[src/design/matrix_inverse_cofactor_macros.svh]
// Assertion helpers for the block's top-level RTL.
`ifndef MATRIX_INVERSE_COFACTOR_MACROS_SVH
`define MATRIX_INVERSE_COFACTOR_MACROS_SVH

// Property checked on every clock, masked while reset is active.
`define MIC_ASSERT(lbl, prop, msg) \
  lbl: assert property (@(posedge clk_i) disable iff (!rst_ni) prop) else $error(msg);

// Antecedent in one cycle implies consequent in the next.
`define MIC_ASSERT_NEXT(lbl, ante, cons, msg) \
  lbl: assert property (@(posedge clk_i) disable iff (!rst_ni) (ante) |=> (cons)) else $error(msg);

`endif

[src/design/mic_ram.sv]
module mic_ram #(
  parameter int unsigned Width = 32,
  parameter int unsigned Depth = 16
) (
  input  logic                     clk_i,
  input  logic                     we_i,
  input  logic [$clog2(Depth)-1:0] waddr_i,
  input  logic [Width-1:0]         wdata_i,
  input  logic [$clog2(Depth)-1:0] raddr_i,
  output logic [Width-1:0]         rdata_o
);

  logic [Width-1:0] mem_q [Depth];

  always_ff @(posedge clk_i) begin
    if (we_i) begin
      mem_q[waddr_i] <= wdata_i;
    end
    rdata_o <= mem_q[raddr_i];
  end

endmodule

[config.mk]
export PLATFORM = sky130hd
export DESIGN_NAME = mic_ram
export DESIGN_NICKNAME = d
export VERILOG_FILES = /design/src/design/matrix_inverse_cofactor_macros.svh /design/src/design/mic_ram.sv
export SDC_FILE = /design/constraint.sdc
export NUM_CORES = 1
export LEC_CHECK = 0
export BUFFER_PORTS_ARGS = -buffer_cell sky130_fd_sc_hd__clkbuf_2
export CORE_ASPECT_RATIO = 1.75
export CORE_MARGIN = 10
export CORE_UTILIZATION = 60
export CTS_CLUSTER_DIAMETER = 120
export DETAILED_ROUTE_END_ITERATION = 8
export GPL_TIMING_DRIVEN = 1
export PLACE_DENSITY = 0.77
export REMOVE_ABC_BUFFERS = 1
export SYNTH_ARGS = -nofsm -noshare
export SYNTH_HDL_FRONTEND = slang
export SYNTH_SLANG_ARGS = --single-unit
[constraint.sdc]
create_clock -name clk_i -period 4.77 [get_ports clk_i]
set_clock_uncertainty 0.15 [all_clocks]
set_input_delay 1.1925 -clock clk_i [delete_from_list [all_inputs] [get_ports clk_i]]
set_output_delay 1.1925 -clock clk_i [all_outputs]
set_load 0.01 [all_outputs]
==> impl_metrics.yaml <==
clock_network:
  cts.clk_slew.worst_paths_ps: 60
  cts_hold_buffers: 0
  cts-root-buf: "clkbuf_16"
  cts_tree: "built"
  worstSkewPairLatency_ps: 570
  ctsResizeCount: 0
  cts_sinks: 544
  cts_buffers: 45
  clock_path_buffers: 3
  htreeDepth: 2
  post_cts_buffers: 0
placed_design:
  placed_area_mm2: 0.0209
  gp_congestion: 0.739
  port_buffers: 73
  hpwl_um: 22900
detailed_routing:
  postRouteAntennaNets: 0
  vias: 9061
  drt_iter0_markers: 715
  via_per_inst: 6.54
  routed_wl_um: 41300
  route.detailed.drc: 0
  routedWlPerCell_um: 29.8
  firstDrtPassIters: 5
final_layout:
  final_nets: 986
  area_growth_pct: 12.4
  fillerInstances: 1956
  final_core_utilization: 0.680
  final_cell_mix: "512 x edfxtp_1, 128 x mux4_2, 71 x clkbuf_2"
  layout-drive-gt1-share: 0.325
  final_cell_area_mm2: 0.0223
  layout_commonest_cell: "edfxtp_1"
worst_setup_path:
  ff2ff_path_depth: 3
  r2r_start: "mem_q[11][4]"
  cp.buffers_inverters: 1
  crit_fanout: 32
  cp_data_arrival_time_ps: 2860
  rrSetupSlack_ps: 3180
  cp-end-kind: "flop"
  critPathRequiredTime_ps: 4780
  path_cells: "clkbuf_2 -> or3b_2 -> nor2_4"
  cpLargestDelayFamily: "simple AND/OR/NAND/NOR gates"
  r2r-end: "rdata_o[4]"
  max_stage_delay_ps: 950
  startpoint_type: "input port"
  crit_type: "in2reg"
  cp_slowest_cell: "nor2_4"
synthesis:
  ys_ff_latch: 544
  ys_types: 18
  yosysWarningCount: 0
  netlist_area_mm2: 0.0199
  synth_cells: 838
  yosysTopAreaCell: "edfxtp_1"
  synth_top_cell_area_share: 0.774
  syn_area_per_cell_um2: 23.7
  yosys-top-cells-area: "edfxtp_1 77%, mux4_2 15%, dfxtp_1 3.2%"
  ys_seq_area_frac: 0.807
floorplan:
  die_w_um: 158
  row_count: 88
  coreArea_mm2: 0.0328
  ios: 74
  die_y_um: 261
  start_util: 0.605
  dieArea_mm2: 0.0411
sta:
  holdWs_ps: 513
  post-route-period-util: 0.598
  hold_violations: 0
  fmax_ghz: 0.351
  maxSlewViolCount: 0
  setup_viol: 0
  finalCriticalPeriod_ps: 2850
  rsz0062_at_grt: "no"
  relSlewSlack: 0.181
  worst_pin_slew_ps: 1230
  finalSetupTns_ps: 0
hold_path:
  min_to: "rdata_o[26]"
  holdPathStages: 3
  hp-start: "mem_q[6][26]"
  hold_path.class: "reg2reg"
grt:
  grt_first_pass_wirelength_um: 62000
  antenna_found_initial: 1
  grt_max_degree: 51
  grt_pass1_vias: 9732
  grt_overflow_total: 0
  grtUsageTotal: 0.208
power_and_ir_drop:
  leakage_uw: 0.00721
  p_total_uw: 9440
  p_per_area_mw_per_mm2: 423
  vdd_drop_max_mv: 0.348
run:
  drv_cap: 0
run_status:
  status: "completed"
cell families (layout without fill, tap and decap cells):
logic type	count (synthesis)	count (layout)	share of synthesized area
flip-flops	544	544	0.807
multiplexers	128	128	0.145
AO/OA/AOI/OAI	64	64	0.0242
AND/OR/NAND/NOR	59	59	0.0127
buffers and inverters	43	184	0.0112
other	0	1	0
sequential cells by signal, summed over array words and instances, names as in the netlist:
signal   flops
mem_q      512
rdata_o     32
routing by layer:
metal / GRT usage / up-vias / wire [um]
li1: - / 3779 / -
met1: 0.251 / 4799 / 14700
met2: 0.363 / 391 / 22700
met3: 0.0384 / 92 / 2610
met4: 0.0806 / 0 / 1320
met5: 0 / - / 0
cell type report:
type	instances	area [um2]	area share
antenna	1	2.50	0.000112
clock buffer	56	1220	0.0545
clock inverter	26	213	0.00953
multi-input combinational	251	3750	0.168
sequential	544	16000	0.717
tap	405	507	0.0227
timing repair buffer	102	619	0.0277
how the worst max path moves through the flow:
stage                     from      endpoint  slack (ps)  depth (start not counted)
floorplan           waddr_i[2]   mem_q[0][0]         250                          2
global placement    waddr_i[2]  mem_q[3][15]        1370                          3
detailed placement  raddr_i[0]    rdata_o[4]        1320                          5
CTS                       we_i  mem_q[2][25]        1900                          3
global route        raddr_i[0]    rdata_o[4]        1830                          5
finish                    we_i  mem_q[2][15]        1920                          3
where the power goes:
part | switching [uW] | internal (uW) | leakage [uW] | total (uW)
Clock | 1610 | 1980 | 0.000712 | 3590
Sequential | 36.6 | 5340 | 0.00489 | 5380
Combinational | 282 | 190 | 0.00160 | 471
cell usage after synthesis, drive strengths merged:
cell type,count
buf,26
nor2b,2
clkbuf,17
nor3,4
or3b,1
nand2b,2
a22oi,64
nand3b,2
nor2,13
dfxtp,32
and2,1
mux4,128
nand3,1
nand2,33
edfxtp,512
worst reg2reg max path, stage by stage, from the launching register on:
cell and delay, ps:
edfxtp_1 390, mux4_2 490, a22oi_1 300, nand2_1 130
metrics by stage:
stage / setup WS, ps / instances
after floorplan: 248 / 795
after global placement: 1370 / 1302
after detailed placement: 1320 / 1302
after CTS: 1900 / 1384
after global routing: 1830 / 1384
final: 1920 / 1385
Power figures use the tool's default switching activity.
