==> config.mk <==
export PLATFORM = sky130hd
export DESIGN_NAME = mic_div
export DESIGN_NICKNAME = d
export VERILOG_FILES = /design/src/design/matrix_inverse_cofactor_macros.svh /design/src/design/mic_pkg.sv /design/src/design/mic_div.sv
export SDC_FILE = /design/constraint.sdc
export NUM_CORES = 1
export LEC_CHECK = 0
export ABC_CLOCK_PERIOD_IN_PS = 6450
export BUFFER_PORTS_ARGS = -buffer_cell sky130_fd_sc_hd__buf_2
export CORE_MARGIN = 8
export CORE_UTILIZATION = 40
export CTS_CLUSTER_SIZE = 30
export DETAILED_ROUTE_END_ITERATION = 12
export PLACE_DENSITY_LB_ADDON = 0.25
export SKIP_LAST_GASP = 1
export SLEW_MARGIN = 20
export SYNTH_ARGS = -nofsm -noshare
export SYNTH_HDL_FRONTEND = slang
export SYNTH_SLANG_ARGS = --single-unit
==> constraint.sdc <==
create_clock -name clk_i -period 6.45 [get_ports clk_i]
set_clock_uncertainty 0.1 [all_clocks]
set_input_delay 1.29 -clock clk_i [delete_from_list [all_inputs] [get_ports clk_i]]
set_output_delay 1.29 -clock clk_i [all_outputs]
set_load 0.02 [all_outputs]
==> src/design/matrix_inverse_cofactor_macros.svh <==
// Assertion helpers for the block's top-level RTL.
`ifndef MATRIX_INVERSE_COFACTOR_MACROS_SVH
`define MATRIX_INVERSE_COFACTOR_MACROS_SVH

// Property checked on every clock, masked while reset is active.
`define MIC_ASSERT(lbl, prop, msg) \
  lbl: assert property (@(posedge clk_i) disable iff (!rst_ni) prop) else $error(msg);

// Antecedent in one cycle implies consequent in the next.
`define MIC_ASSERT_NEXT(lbl, ante, cons, msg) \
  lbl: assert property (@(posedge clk_i) disable iff (!rst_ni) (ante) |=> (cons)) else $error(msg);

`endif

==> src/design/mic_pkg.sv <==
package mic_pkg;

  localparam int unsigned DIM       = 4;
  localparam int unsigned FRAC_BITS = 16;
  localparam int unsigned IdxW      = 2;
  localparam int unsigned AddrW     = 2 * IdxW;
  localparam int unsigned Depth     = 1 << AddrW;
  localparam int unsigned DataW     = 32;
  localparam int unsigned DivW      = DataW + FRAC_BITS;
  localparam int unsigned DivCntW   = $clog2(DivW + 1);

  localparam logic [IdxW-1:0] LastIdx = IdxW'(DIM - 1);
  localparam bit              DimBig  = (DIM == 4);

  typedef logic signed [DataW-1:0] fx_t;

  localparam fx_t FxMax = {1'b0, {(DataW-1){1'b1}}};
  localparam fx_t FxMin = {1'b1, {(DataW-1){1'b0}}};

  typedef struct packed {
    logic [IdxW-1:0] row_index;
    logic [IdxW-1:0] col_index;
    fx_t             element_value;
    logic            load_done;
  } in_item_t;

  typedef struct packed {
    logic [IdxW-1:0] out_row;
    logic [IdxW-1:0] out_col;
    fx_t             out_value;
    logic            singular;
    logic            end_of_run;
  } out_item_t;

  typedef struct packed {
    logic start;
    fx_t  num;
    fx_t  den;
  } div_req_t;

  typedef struct packed {
    logic done;
    fx_t  quo;
  } div_rsp_t;

  function automatic fx_t fx_sat(input logic signed [2*DataW-1:0] v);
    logic signed [2*DataW-1:0] hi;
    logic signed [2*DataW-1:0] lo;
    hi = {{(DataW+1){1'b0}}, {(DataW-1){1'b1}}};
    lo = {{(DataW+1){1'b1}}, {(DataW-1){1'b0}}};
    if (v > hi) return FxMax;
    if (v < lo) return FxMin;
    return v[DataW-1:0];
  endfunction

  // Floor shift of the exact product, then clamp.
  function automatic fx_t fx_mul_post(input logic signed [2*DataW-1:0] p);
    return fx_sat(p >>> FRAC_BITS);
  endfunction

  function automatic fx_t fx_clamp33(input logic signed [DataW:0] s);
    if (s[DataW] != s[DataW-1]) return s[DataW] ? FxMin : FxMax;
    return s[DataW-1:0];
  endfunction

  function automatic fx_t fx_add(input fx_t a, input fx_t b);
    logic signed [DataW:0] s;
    s = {a[DataW-1], a} + {b[DataW-1], b};
    return fx_clamp33(s);
  endfunction

  function automatic fx_t fx_sub(input fx_t a, input fx_t b);
    logic signed [DataW:0] s;
    s = {a[DataW-1], a} - {b[DataW-1], b};
    return fx_clamp33(s);
  endfunction

  function automatic fx_t fx_neg(input fx_t a);
    return (a == FxMin) ? FxMax : -a;
  endfunction

  // k-th surviving index when index skip is struck out.
  function automatic logic [IdxW-1:0] lst(input logic [IdxW-1:0] k,
                                          input logic [IdxW-1:0] skip);
    return (k < skip) ? k : k + IdxW'(1);
  endfunction

endpackage

==> src/design/mic_div.sv <==
module mic_div import mic_pkg::*; (
  input  logic     clk_i,
  input  logic     rst_ni,
  input  div_req_t req_i,
  output div_rsp_t rsp_o
);

  logic               busy_q;
  logic [DivCntW-1:0] cnt_q;
  logic [DivW-1:0]    num_q;
  logic [DivW-1:0]    quo_q;
  logic [DataW-1:0]   rem_q;
  logic [DataW-1:0]   den_q;
  logic               neg_q;
  logic               done_q;
  fx_t                res_q;

  logic [DataW:0]   trial;
  logic [DataW:0]   diff;
  logic             ge;
  logic [DataW-1:0] rem_nx;
  logic [DivW-1:0]  quo_nx;
  logic [DataW-1:0] num_mag;
  logic [DataW-1:0] den_mag;
  logic [DivW-1:0]  max_mag;
  fx_t              sat_val;

  assign trial   = {rem_q, num_q[DivW-1]};
  assign diff    = trial - {1'b0, den_q};
  assign ge      = trial >= {1'b0, den_q};
  assign rem_nx  = ge ? diff[DataW-1:0] : trial[DataW-1:0];
  assign quo_nx  = {quo_q[DivW-2:0], ge};
  assign num_mag = req_i.num[DataW-1] ? (~req_i.num + 1'b1) : req_i.num;
  assign den_mag = req_i.den[DataW-1] ? (~req_i.den + 1'b1) : req_i.den;
  assign max_mag = {{FRAC_BITS{1'b0}}, 1'b0, {(DataW-1){1'b1}}};

  always_comb begin
    if (!neg_q) begin
      sat_val = (quo_nx > max_mag) ? FxMax : quo_nx[DataW-1:0];
    end else begin
      sat_val = (quo_nx > max_mag + 1'b1) ? FxMin : -quo_nx[DataW-1:0];
    end
  end

  always_ff @(posedge clk_i or negedge rst_ni) begin
    if (!rst_ni) begin
      busy_q <= 1'b0;
      cnt_q  <= '0;
      num_q  <= '0;
      quo_q  <= '0;
      rem_q  <= '0;
      den_q  <= '0;
      neg_q  <= 1'b0;
      done_q <= 1'b0;
      res_q  <= '0;
    end else begin
      done_q <= 1'b0;
      if (req_i.start) begin
        busy_q <= 1'b1;
        cnt_q  <= '0;
        num_q  <= {num_mag, {FRAC_BITS{1'b0}}};
        den_q  <= den_mag;
        rem_q  <= '0;
        quo_q  <= '0;
        neg_q  <= req_i.num[DataW-1] ^ req_i.den[DataW-1];
      end else if (busy_q) begin
        rem_q <= rem_nx;
        quo_q <= quo_nx;
        num_q <= {num_q[DivW-2:0], 1'b0};
        cnt_q <= cnt_q + 1'b1;
        if (cnt_q == DivCntW'(DivW - 1)) begin
          busy_q <= 1'b0;
          done_q <= 1'b1;
          res_q  <= sat_val;
        end
      end
    end
  end

  assign rsp_o.done = done_q;
  assign rsp_o.quo  = res_q;

endmodule

==> results of run 1 <==
[sequential cells by signal (all words and copies together), names as in the netlist]
signal / count
neg_q: 1
den_q: 32
res_q: 32
num_q: 32
quo_q: 47
rem_q: 32
busy_q: 1
done_q: 1
cnt_q: 6
[worst max-delay path, stage by stage (launching register included)]
cell and delay [ps]:
dfrtp_1 410, ha_1 400, a21oi_1 240, nor3b_1 200
o21ai_0 130, and2_1 200, a211o_1 320, or2_2 320
inv_1 90, ha_1 180, or3b_2 500, nor2_1 280
nand4bb_4 170, or3b_4 440, a21oi_4 290, and2_2 490
nand4_1 150, a21boi_1 180, o32a_1 160
[layout make-up]
class	instances	share of cell area (%)
inverter	49	1.417
multi-input combinational	1030	50.33
clock inverter	14	1.205
sequential	184	35.50
timing repair buffer	110	4.569
clock buffer	17	3.277
tap	384	3.702
[per-layer routing]
metal  part of all wire (%)  routed length (um)  up-vias
met2                     45               12890      194
met4                    1.1                 305        0
met3                    3.7                1074       23
met1                     50               14410     4733
met5                      0                   0        -
li1                       -                   -     4935
[cells in the final DEF, fill, tap and decap left out, drive strengths merged, types with 14 or more instances in the layout]
| cell type | count |
|---|---|
| dfrtp | 184 |
| nor2 | 175 |
| nand2 | 126 |
| buf | 109 |
| a21oi | 96 |
| o21ai | 83 |
| mux2i | 77 |
| inv | 54 |
| xor2 | 43 |
| xnor2 | 40 |
| nor3 | 37 |
| ha | 36 |
| o31ai | 24 |
| a211oi | 21 |
| a311oi | 21 |
| or3 | 20 |
| nor4 | 20 |
| nand3 | 19 |
| or4 | 18 |
| clkbuf | 18 |
| a31oi | 17 |
| a21o | 16 |
| nor2b | 15 |
| nand4 | 14 |
[kinds of logic after synthesis]
| logic type | count (synthesis) | share of synthesized area (%) |
|---|---|---|
| and+or+nand+nor | 479 | 19.38 |
| muxes | 79 | 6.795 |
| buffers and inverters | 134 | 4.608 |
| adders and majority gates | 37 | 4.030 |
| DFF | 184 | 39.44 |
| AOI/OAI and AO/OA | 352 | 19.53 |
| xor gates and xnor gates | 83 | 6.227 |
[through the flow]
stage	setup WS [ps]	power, mW	hold slack [ps]	area (um2)
finish	1112	4.103	398.7	12980
detailed placement	1155	3.074	388.6	12400
global route	768.7	4.414	411.3	12980
floorplan	1052	2.684	384.9	11670
CTS	1125	4.128	406.1	12980
global placement	1351	3.056	381.7	12400
[how the worst max path moves through the flow]
stage                           end  depth (start not counted)
after floorplan           res_q[28]                         23
after global placement     res_q[9]                         18
after detailed placement   res_q[9]                         18
after CTS                  res_q[9]                         18
after global routing       res_q[9]                         18
final                      res_q[9]                         18
[Yosys cell counts (3+ instances only)]
cell	count	area share, %
o32a_1	4	0.34
mux2i_1	77	6.6
and3_1	3	0.16
o41ai_1	7	0.53
nor3_1	37	1.6
clkbuf_1	59	1.9
buf_2	7	0.30
a31oi_1	17	0.91
o31ai_1	24	1.5
ha_1	36	3.9
nand3_1	19	0.81
o21a_1	11	0.71
nand2_1	125	4.0
dfrtp_1	184	39
and2_1	4	0.21
a21oi_1	95	4.1
a21o_1	16	1.0
a221oi_1	5	0.38
nand4_1	14	0.75
nand3b_1	6	0.39
xor2_1	43	3.2
a311oi_1	21	1.6
a211oi_1	21	1.4
buf_1	15	0.48
o2111ai_1	3	0.23
inv_1	48	1.5
o211ai_1	3	0.19
or4_1	17	1.1
nor2_1	175	5.6
o22ai_1	5	0.27
buf_6	3	0.29
a211o_1	4	0.30
o22a_1	7	0.53
a21boi_0	4	0.26
or3_1	20	1.1
or2_2	8	0.43
o21ai_0	81	3.5
nor4_1	19	1.0
nor2b_1	15	0.80
nand2b_1	8	0.43
xnor2_1	40	3.0
[power groups by stage]
stage | clock (mW) | combinational, mW | sequential, mW
after global placement | 0 | 1.63 | 1.42
final | 1.04 | 1.66 | 1.41
after detailed placement | 0 | 1.65 | 1.43
after CTS | 1.07 | 1.66 | 1.41
after floorplan | 0 | 1.29 | 1.39
after global routing | 1.11 | 1.88 | 1.43
==> results.cfg, run 1 <==
[clocking]
worstSkewPairLatency_ps = 440
cts_tree = yes
clk_pin_slew_ps = 80
cts.sinks = 184
h-tree-depth = 4
postCtsSetupRepairBufs = 0
cts_root_buffer = clkbuf_16
cts_inserted_buffers = 17
postCtsHoldBufs = 0
cts_resized = 0
cts_buffer_depth = 2

[route]
vias = 9885
wire_per_inst_um = 16.04
drc = 0
drtAntennaViolNets = 0
routed_wl_um = 28680
drtIter0Drc = 676
vias_per_cell = 5.529
first_pass_iters = 5

[cells_and_area]
drive_gt1_share_pct = 11.54
fin_nets = 1496
n_antenna_cell = 0
fillers = 2862
final_util_pct = 45.22
multi_input_area_mm2 = 0.006533
fin_cells = 1788
area_growth_pct = 11.18
ff_latch_area_mm2 = 0.004608

[setup_path]
critPathMaxFanout = 21
crit_start = rem_q[23]
required_ps = 6730
critical_path_class = reg2reg
ff2ff_setup_slack_ps = 1110
start_kind = flop
end_kind = flop
worstRegToRegCells = 18
r2r-start = rem_q[23]
r2r-end = res_q[9]
worstPathArrival_ps = 5620

[grt]
grtUsageMet2_pct = 26.14
grt_max_degree = 105
grt_pass1_vias = 9688
globalRouteTotalUtil_pct = 16.51
use_met3_pct = 3.020
grt_busiest_layer = met2
grt_overflow_total = 0
grtUsageMet1_pct = 22.95
grt_pass1_wl_um = 49010
antenna_found_initial = 0

[sta]
setup_violations = 0
hold_violations = 0
slew_headroom_pct = 29.52
clock.fmax_ghz = 0.1873
timing.final.crit_share_pct = 82.77
rsz0062_at_grt = false
drv_slew = 0
fin_tns_setup_ps = 0
worstMarginPinSlew_ps = 1057
fin_crit_ps = 5338

[power_and_ir_drop]
p_per_area_mw_per_mm2 = 316.1
p_seq_share_pct = 34.3
p_int_mw = 2.473
switchingPower_mw = 1.630
leakagePower_nw = 6.459
peakVddDrop_mv = 0.2291
clkPwrFrac_pct = 25.2
switching_share_pct = 39.74
pwr-share-comb_pct = 40.5

[yosys]
ys_types = 70
synth-seq-area-share_pct = 39.44
avgSynthCellArea_um2 = 8.661
syn_area_mm2 = 0.01167
ys.warnings.count = 0
synth.net_count = 1452
async_reset_ff_share_pct = 100.0
synth_cells = 1348
synth_seq_cells = 184
synth_flop_cell = dfrtp_1
synth_edf_count = 0

[die]
start_util_pct = 40.68
die_width_um = 186.8
core_area_mm2 = 0.02870
pin_count = 100
die-height_um = 186.8
dieArea_mm2 = 0.03491
rows = 62

[place]
gp_congestion = 0.8478
io_buffers = 99
post-dp-hpwl_um = 19910
dp.cells = 1757

[outcome]
status = complete, no violations

[hold_path]
hold_depth = 1
hold_end = res_q[20]
hold_start = res_q[20]
worst_hold_path_type = reg2reg

[run]
maxCapViolCount = 0
Power figures use the tool's default switching activity.
==> run 2: changes to the inputs <==
--- a/config.mk
+++ b/config.mk
@@ -5,7 +5,7 @@
 export SDC_FILE = /design/constraint.sdc
 export NUM_CORES = 1
 export LEC_CHECK = 0
-export ABC_CLOCK_PERIOD_IN_PS = 6450
+export ABC_CLOCK_PERIOD_IN_PS = 5200
 export BUFFER_PORTS_ARGS = -buffer_cell sky130_fd_sc_hd__buf_2
 export CORE_MARGIN = 8
 export CORE_UTILIZATION = 40
==> constraint.sdc (replaced) <==
create_clock -name clk_i -period 5.2 [get_ports clk_i]
set_clock_uncertainty 0.1 [all_clocks]
set_input_delay 1.04 -clock clk_i [delete_from_list [all_inputs] [get_ports clk_i]]
set_output_delay 1.04 -clock clk_i [all_outputs]
set_load 0.02 [all_outputs]
==> run 2 against run 1 <==
Hold slack worse by 3.0 ps. Sequential power up 23%. Combinational power up 29%. Die area unchanged. Maximum frequency up 7.6%. Non-clock buffer count up 12. Highest routed layer unchanged.
==> results.cfg, run 2 (synthesized netlist as in run 1, its figures left out) <==
[clocking]
worstSkewPairLatency_ps = 440
cts.sinks = 184
h-tree-depth = 4
clk_pin_slew_ps = 80
postCtsHoldBufs = 0
cts_inserted_buffers = 17
cts_tree = yes
cts_root_buffer = clkbuf_16
cts_buffer_depth = 2

[die]
die-height_um = 186.8
dieArea_mm2 = 0.03491
die_width_um = 186.8
core_area_mm2 = 0.02870
start_util_pct = 40.68
pin_count = 100
rows = 62

[setup_path]
critPathMaxFanout = 10
end_kind = flop
critical_path_class = reg2reg
start_kind = flop
required_ps = 5480
worstPathArrival_ps = 5240
slowest_stage = or3b_2
worstRegToRegCells = 19
crit_chain = ha_1 > a21oi_1 > nor3b_1 > o21ai_0 > and2_1 > a211o_1 > or2_2 > inv_1 > ha_1 > or3b_2 > nor2_2 > nand4bb_4 > or3b_4 > a21oi_4 > buf_4 > and2_2 > a21oi_1 > nor2b_1 > o32a_1
cp_slowest_stage_delay_ps = 520

[sta]
hold_violations = 0
fin_crit_ps = 4962
clock.fmax_ghz = 0.2015
drv_slew = 0
holdWs_ps = 395.7
fin_tns_setup_ps = 0
slew_headroom_pct = 33.05
worstMarginPinSlew_ps = 1004
setup_violations = 0
rsz0062_at_grt = false
timing.final.crit_share_pct = 95.42

[grt]
grt_pass1_vias = 9757
globalRouteTotalUtil_pct = 16.67
grt_max_degree = 118
antenna_found_initial = 2
grt_overflow_total = 0
grt_pass1_wl_um = 49560

[outcome]
status = complete, no violations

[power_and_ir_drop]
peakVddDrop_mv = 0.2420
leakagePower_nw = 6.515
p_per_area_mw_per_mm2 = 395.0

[cells_and_area]
area_growth_pct = 12.29
final_cell_mix = dfrtp_1, nor2_1, nand2_1
drive_gt1_share_pct = 12.48
largest_register_ffs = 47
fin_cells = 1804
final_common_cell = dfrtp_1
max_flop_register = quo_q
fin_nets = 1509
final_area_mm2 = 0.01311

[route]
wire_per_inst_um = 16.29
vias = 9999
routed_wl_um = 29390
drtIter0Drc = 713
drtAntennaViolNets = 0
vias_per_cell = 5.543
drc = 0
first_pass_iters = 5

[place]
gp_congestion = 0.8553
io_buffers = 99
post-dp-hpwl_um = 19880
place_area_mm2 = 0.01249
dp.cells = 1767

[hold_path]
hold_depth = 1
worst_hold_path_type = reg2reg

[run]
maxCapViolCount = 0
-- run 2: changes by cell type in the layout (fill, tap and decap cells not counted), moves of 2 or more --
cell	change
buf_4	+11
clkinv_4	-3
clkinvlp_4	+3
inv_8	-3
clkbuf_1	+2
clkinv_8	-2
diode_2	+2
inv_6	+2
nor4_1	-2
nor4_2	+2
-- run 2: metrics by stage --
| step | worst slack [ps] | power (mW) | util, % |
|---|---|---|---|
| floorplan | 24.67 | 3.333 | - |
| global placement | 247.8 | 3.846 | 43.50 |
| detailed placement | 127.0 | 3.866 | 43.50 |
| CTS | 84.84 | 5.183 | 45.49 |
| global route | 5.499 | 5.561 | 45.68 |
| finish | 238.0 | 5.179 | 45.68 |
-- run 2: where the power goes --
part	switching [mW]	internal, mW
Combinational	1.28	0.862
Sequential	0.142	1.60
Clock	0.619	0.676
Total	2.04	3.14
-- run 2: layer usage --
| metal | part of all wire, % | up-vias | global-route usage, % |
|---|---|---|---|
| met5 | 0 | - | 0 |
| met4 | 1.7 | 0 | 5.376 |
| met3 | 4.2 | 33 | 2.386 |
| met2 | 44 | 234 | 25.93 |
| met1 | 50 | 4776 | 23.55 |
| li1 | - | 4956 | - |
-- run 2: path summary, 6_finish.rpt --
path / from / endpoint / slack [ps]
min in group asynchronous: rst_ni / num_q[36] / 630
max reg2reg: rem_q[23] / res_q[20] / 240
min: res_q[23] / res_q[23] / 400
max in group asynchronous: rst_ni / rem_q[21] / 3450
max: rem_q[23] / res_q[20] / 240
min reg2reg: res_q[23] / res_q[23] / 400
-- run 2: repair_timing --
item,CTS,global route
resized for setup,0,5
buffers inserted,0,2
setup endpoints to repair,0,23
-- run 2: final cells by class --
class | instances | area (um2)
Antenna cell | 2 | 5.005
Clock buffer | 19 | 432.9
Clock inverter | 13 | 138.9
Fill cell | 2881 | 15590
Inverter | 49 | 183.9
Multi-Input combinational cell | 1031 | 6565
Sequential cell | 184 | 4608
Tap cell | 384 | 480.5
Timing Repair Buffer | 122 | 695.7
-- run 2: worst max-delay path, delay by kind of cell, from the launching register on --
family / cells / cell delay, ps
DFF: 1 / 410
adders and majority gates: 2 / 490
AOI/OAI and AO/OA: 6 / 1210
and+or+nand+nor: 9 / 2440
buffers and inverters: 2 / 260
==> run 3: changes to the inputs <==
--- a/config.mk
+++ b/config.mk
@@ -7,8 +7,9 @@
 export LEC_CHECK = 0
 export ABC_CLOCK_PERIOD_IN_PS = 5200
 export BUFFER_PORTS_ARGS = -buffer_cell sky130_fd_sc_hd__buf_2
-export CORE_MARGIN = 8
+export CORE_MARGIN = 1.5
 export CORE_UTILIZATION = 40
+export CTS_CLUSTER_DIAMETER = 200
 export CTS_CLUSTER_SIZE = 30
 export DETAILED_ROUTE_END_ITERATION = 12
 export PLACE_DENSITY_LB_ADDON = 0.25
==> run 3 against run 2 <==
Non-clock buffer count is 4 lower. Sequential share of layout area is 0.091 points higher. Worst setup slack better by 33 ps. Count of clock-buffer cells in the layout is 2 lower. Register-to-register slack better by 30 ps. Flip-flop and latch count stayed put. Final cell count is 0.44% lower. Critical path depth is 1 lower. Largest cell class unchanged. Sequential power hardly changed.
==> results.cfg, run 3 (synthesized netlist as in run 1, its figures left out) <==
[setup_path]
worstPathArrival_ps = 5200
end_kind = flop
slowest_stage = or3b_2
critical_path_class = reg2reg
required_ps = 5480
cp_slowest_stage_delay_ps = 510
path_buf_inv = 1
start_kind = flop
critPathMaxFanout = 21
crit_chain = ha_1 > a21oi_2 > nor3b_1 > o21ai_0 > and2_1 > a211o_1 > or2_2 > inv_1 > ha_1 > or3b_2 > nor2_2 > nand4bb_4 > or3b_4 > a21oi_4 > and2_4 > nand4_1 > a21boi_1 > o32a_1
cp_common_cell = ha_1
critical-path-top-delay-family = simple AND/OR/NAND/NOR gates

[sta]
slew_headroom_pct = 34.97
setup_ws_ps = 271.1
holdWs_ps = 395.2
clock.fmax_ghz = 0.2029
hold_violations = 0
fin_crit_ps = 4929
setup_violations = 0
drv_slew = 0
rsz0062_at_grt = false
timing.final.crit_share_pct = 94.79
worstMarginPinSlew_ps = 966.6
fin_tns_setup_ps = 0

[grt]
grt_max_degree = 96
antenna_found_initial = 0
globalRouteTotalUtil_pct = 19.10
grt_pass1_vias = 9452
grt_overflow_total = 0
grt_pass1_wl_um = 47910

[clocking]
cts_root_buffer = clkbuf_16
h-tree-depth = 4
clk_pin_slew_ps = 70
cts_tree = yes
cts.sinks = 184
cts_inserted_buffers = 17
cts_buffer_depth = 2
worstSkewPairLatency_ps = 440

[die]
dieArea_mm2 = 0.03022
die_width_um = 173.8
core_area_mm2 = 0.02870
pin_count = 100
rows = 62
start_util_pct = 40.68
die-height_um = 173.8

[place]
pre_cts_ws_ps = 37.48
post-dp-hpwl_um = 19160
gp_congestion = 0.8251
io_buffers = 99

[power_and_ir_drop]
p_per_area_mw_per_mm2 = 397.1
peakVddDrop_mv = 0.2733
clkPwrFrac_pct = 25.8
pwr-share-comb_pct = 40.6
leakagePower_nw = 6.503
switchingPower_mw = 2.017
p_int_mw = 3.176
switching_share_pct = 38.84
p_seq_share_pct = 33.6

[cells_and_area]
n_antenna_cell = 0
final_common_cell = dfrtp_1
area_growth_pct = 12.00
final_util_pct = 45.56
largest_register_ffs = 47
max_flop_register = quo_q
fin_nets = 1504
drive_gt1_share_pct = 12.18
final_cell_mix = dfrtp_1, nor2_1, nand2_1
fillers = 2900

[route]
drtAntennaViolNets = 0
first_pass_iters = 7
drtIter0Drc = 688
wire_per_inst_um = 15.65
vias_per_cell = 5.481
routed_wl_um = 28110
vias = 9843
drc = 0

[outcome]
status = complete, no violations

[hold_path]
worst_hold_path_type = reg2reg

[run]
maxCapViolCount = 0
==> run 3: cell types whose count changed in the layout (fill, tap and decap cells not counted), sizes merged <==
| cell | delta |
|---|---|
| buf | -4 |
| diode | -2 |
| clkinv | -2 |
| inv | +2 |
| bufinv | +1 |
| clkbuf | -2 |
| and2 | -1 |
==> run 3: metrics by stage <==
step | power (mW) | area [um2] | cells
after floorplan | 3.333 | 11680 | 1348
after global placement | 3.824 | 12460 | 1764
final | 5.192 | 13080 | 1796
after global routing | 5.566 | 13080 | 1796
after detailed placement | 3.852 | 12460 | 1764
after CTS | 5.211 | 13050 | 1795
==> run 3: path summary, 6_finish.rpt <==
check | startpoint | end | cells after the start | slack [ps]
worst min register to register | res_q[20] | res_q[20] | 1 | 400
worst max register to register | rem_q[23] | res_q[9] | 18 | 270
worst max-delay path | rem_q[23] | res_q[9] | 18 | 270
max in group asynchronous | rst_ni | den_q[17] | 2 | 3480
min in group asynchronous | rst_ni | quo_q[37] | 1 | 530
worst min-delay path | res_q[20] | res_q[20] | 1 | 400
==> run 3: area by class of cell <==
type | instances | area [um2] | share of cell area [%]
sequential | 184 | 4608 | 35.24
inverter | 49 | 183.9 | 1.407
timing repair buffer | 118 | 665.6 | 5.090
tap | 384 | 480.5 | 3.674
clock inverter | 14 | 163.9 | 1.253
clock buffer | 17 | 425.4 | 3.253
multi-input combinational | 1030 | 6549 | 50.08
==> run 3: what timing repair did <==
action                     CTS  global route
gates resized for setup      0             4
buffers inserted             0             1
setup endpoints to repair    0            27
hold buffers                 0             0
==> run 3: worst register-to-register path, cell delays in order (launching register included) <==
cell and delay [ps]:
dfrtp_1 400, ha_1 330, a21oi_2 190, nor3b_1 200, o21ai_0 150, and2_1 210
a211o_1 320, or2_2 320, inv_1 90, ha_1 190, or3b_2 510, nor2_2 190
nand4bb_4 160, or3b_4 440, a21oi_4 230, and2_4 350, nand4_1 130, a21boi_1 190
o32a_1 160
==> run 3: routing by layer <==
layer / share of wire [%] / wire, um / track usage, %
met1: 51 / 14310 / 27.39
met3: 2.8 / 794 / 2.763
met2: 45 / 12770 / 30.43
met4: 0.81 / 229 / 4.418
met5: 0 / 0 / 0
==> run 3: power groups by stage <==
stage / combinational, mW / sequential [mW] / clock, mW
finish: 2.11 / 1.75 / 1.34
global route: 2.37 / 1.77 / 1.42
CTS: 2.10 / 1.74 / 1.37
detailed placement: 2.08 / 1.77 / 0
global placement: 2.06 / 1.76 / 0
floorplan: 1.61 / 1.73 / 0
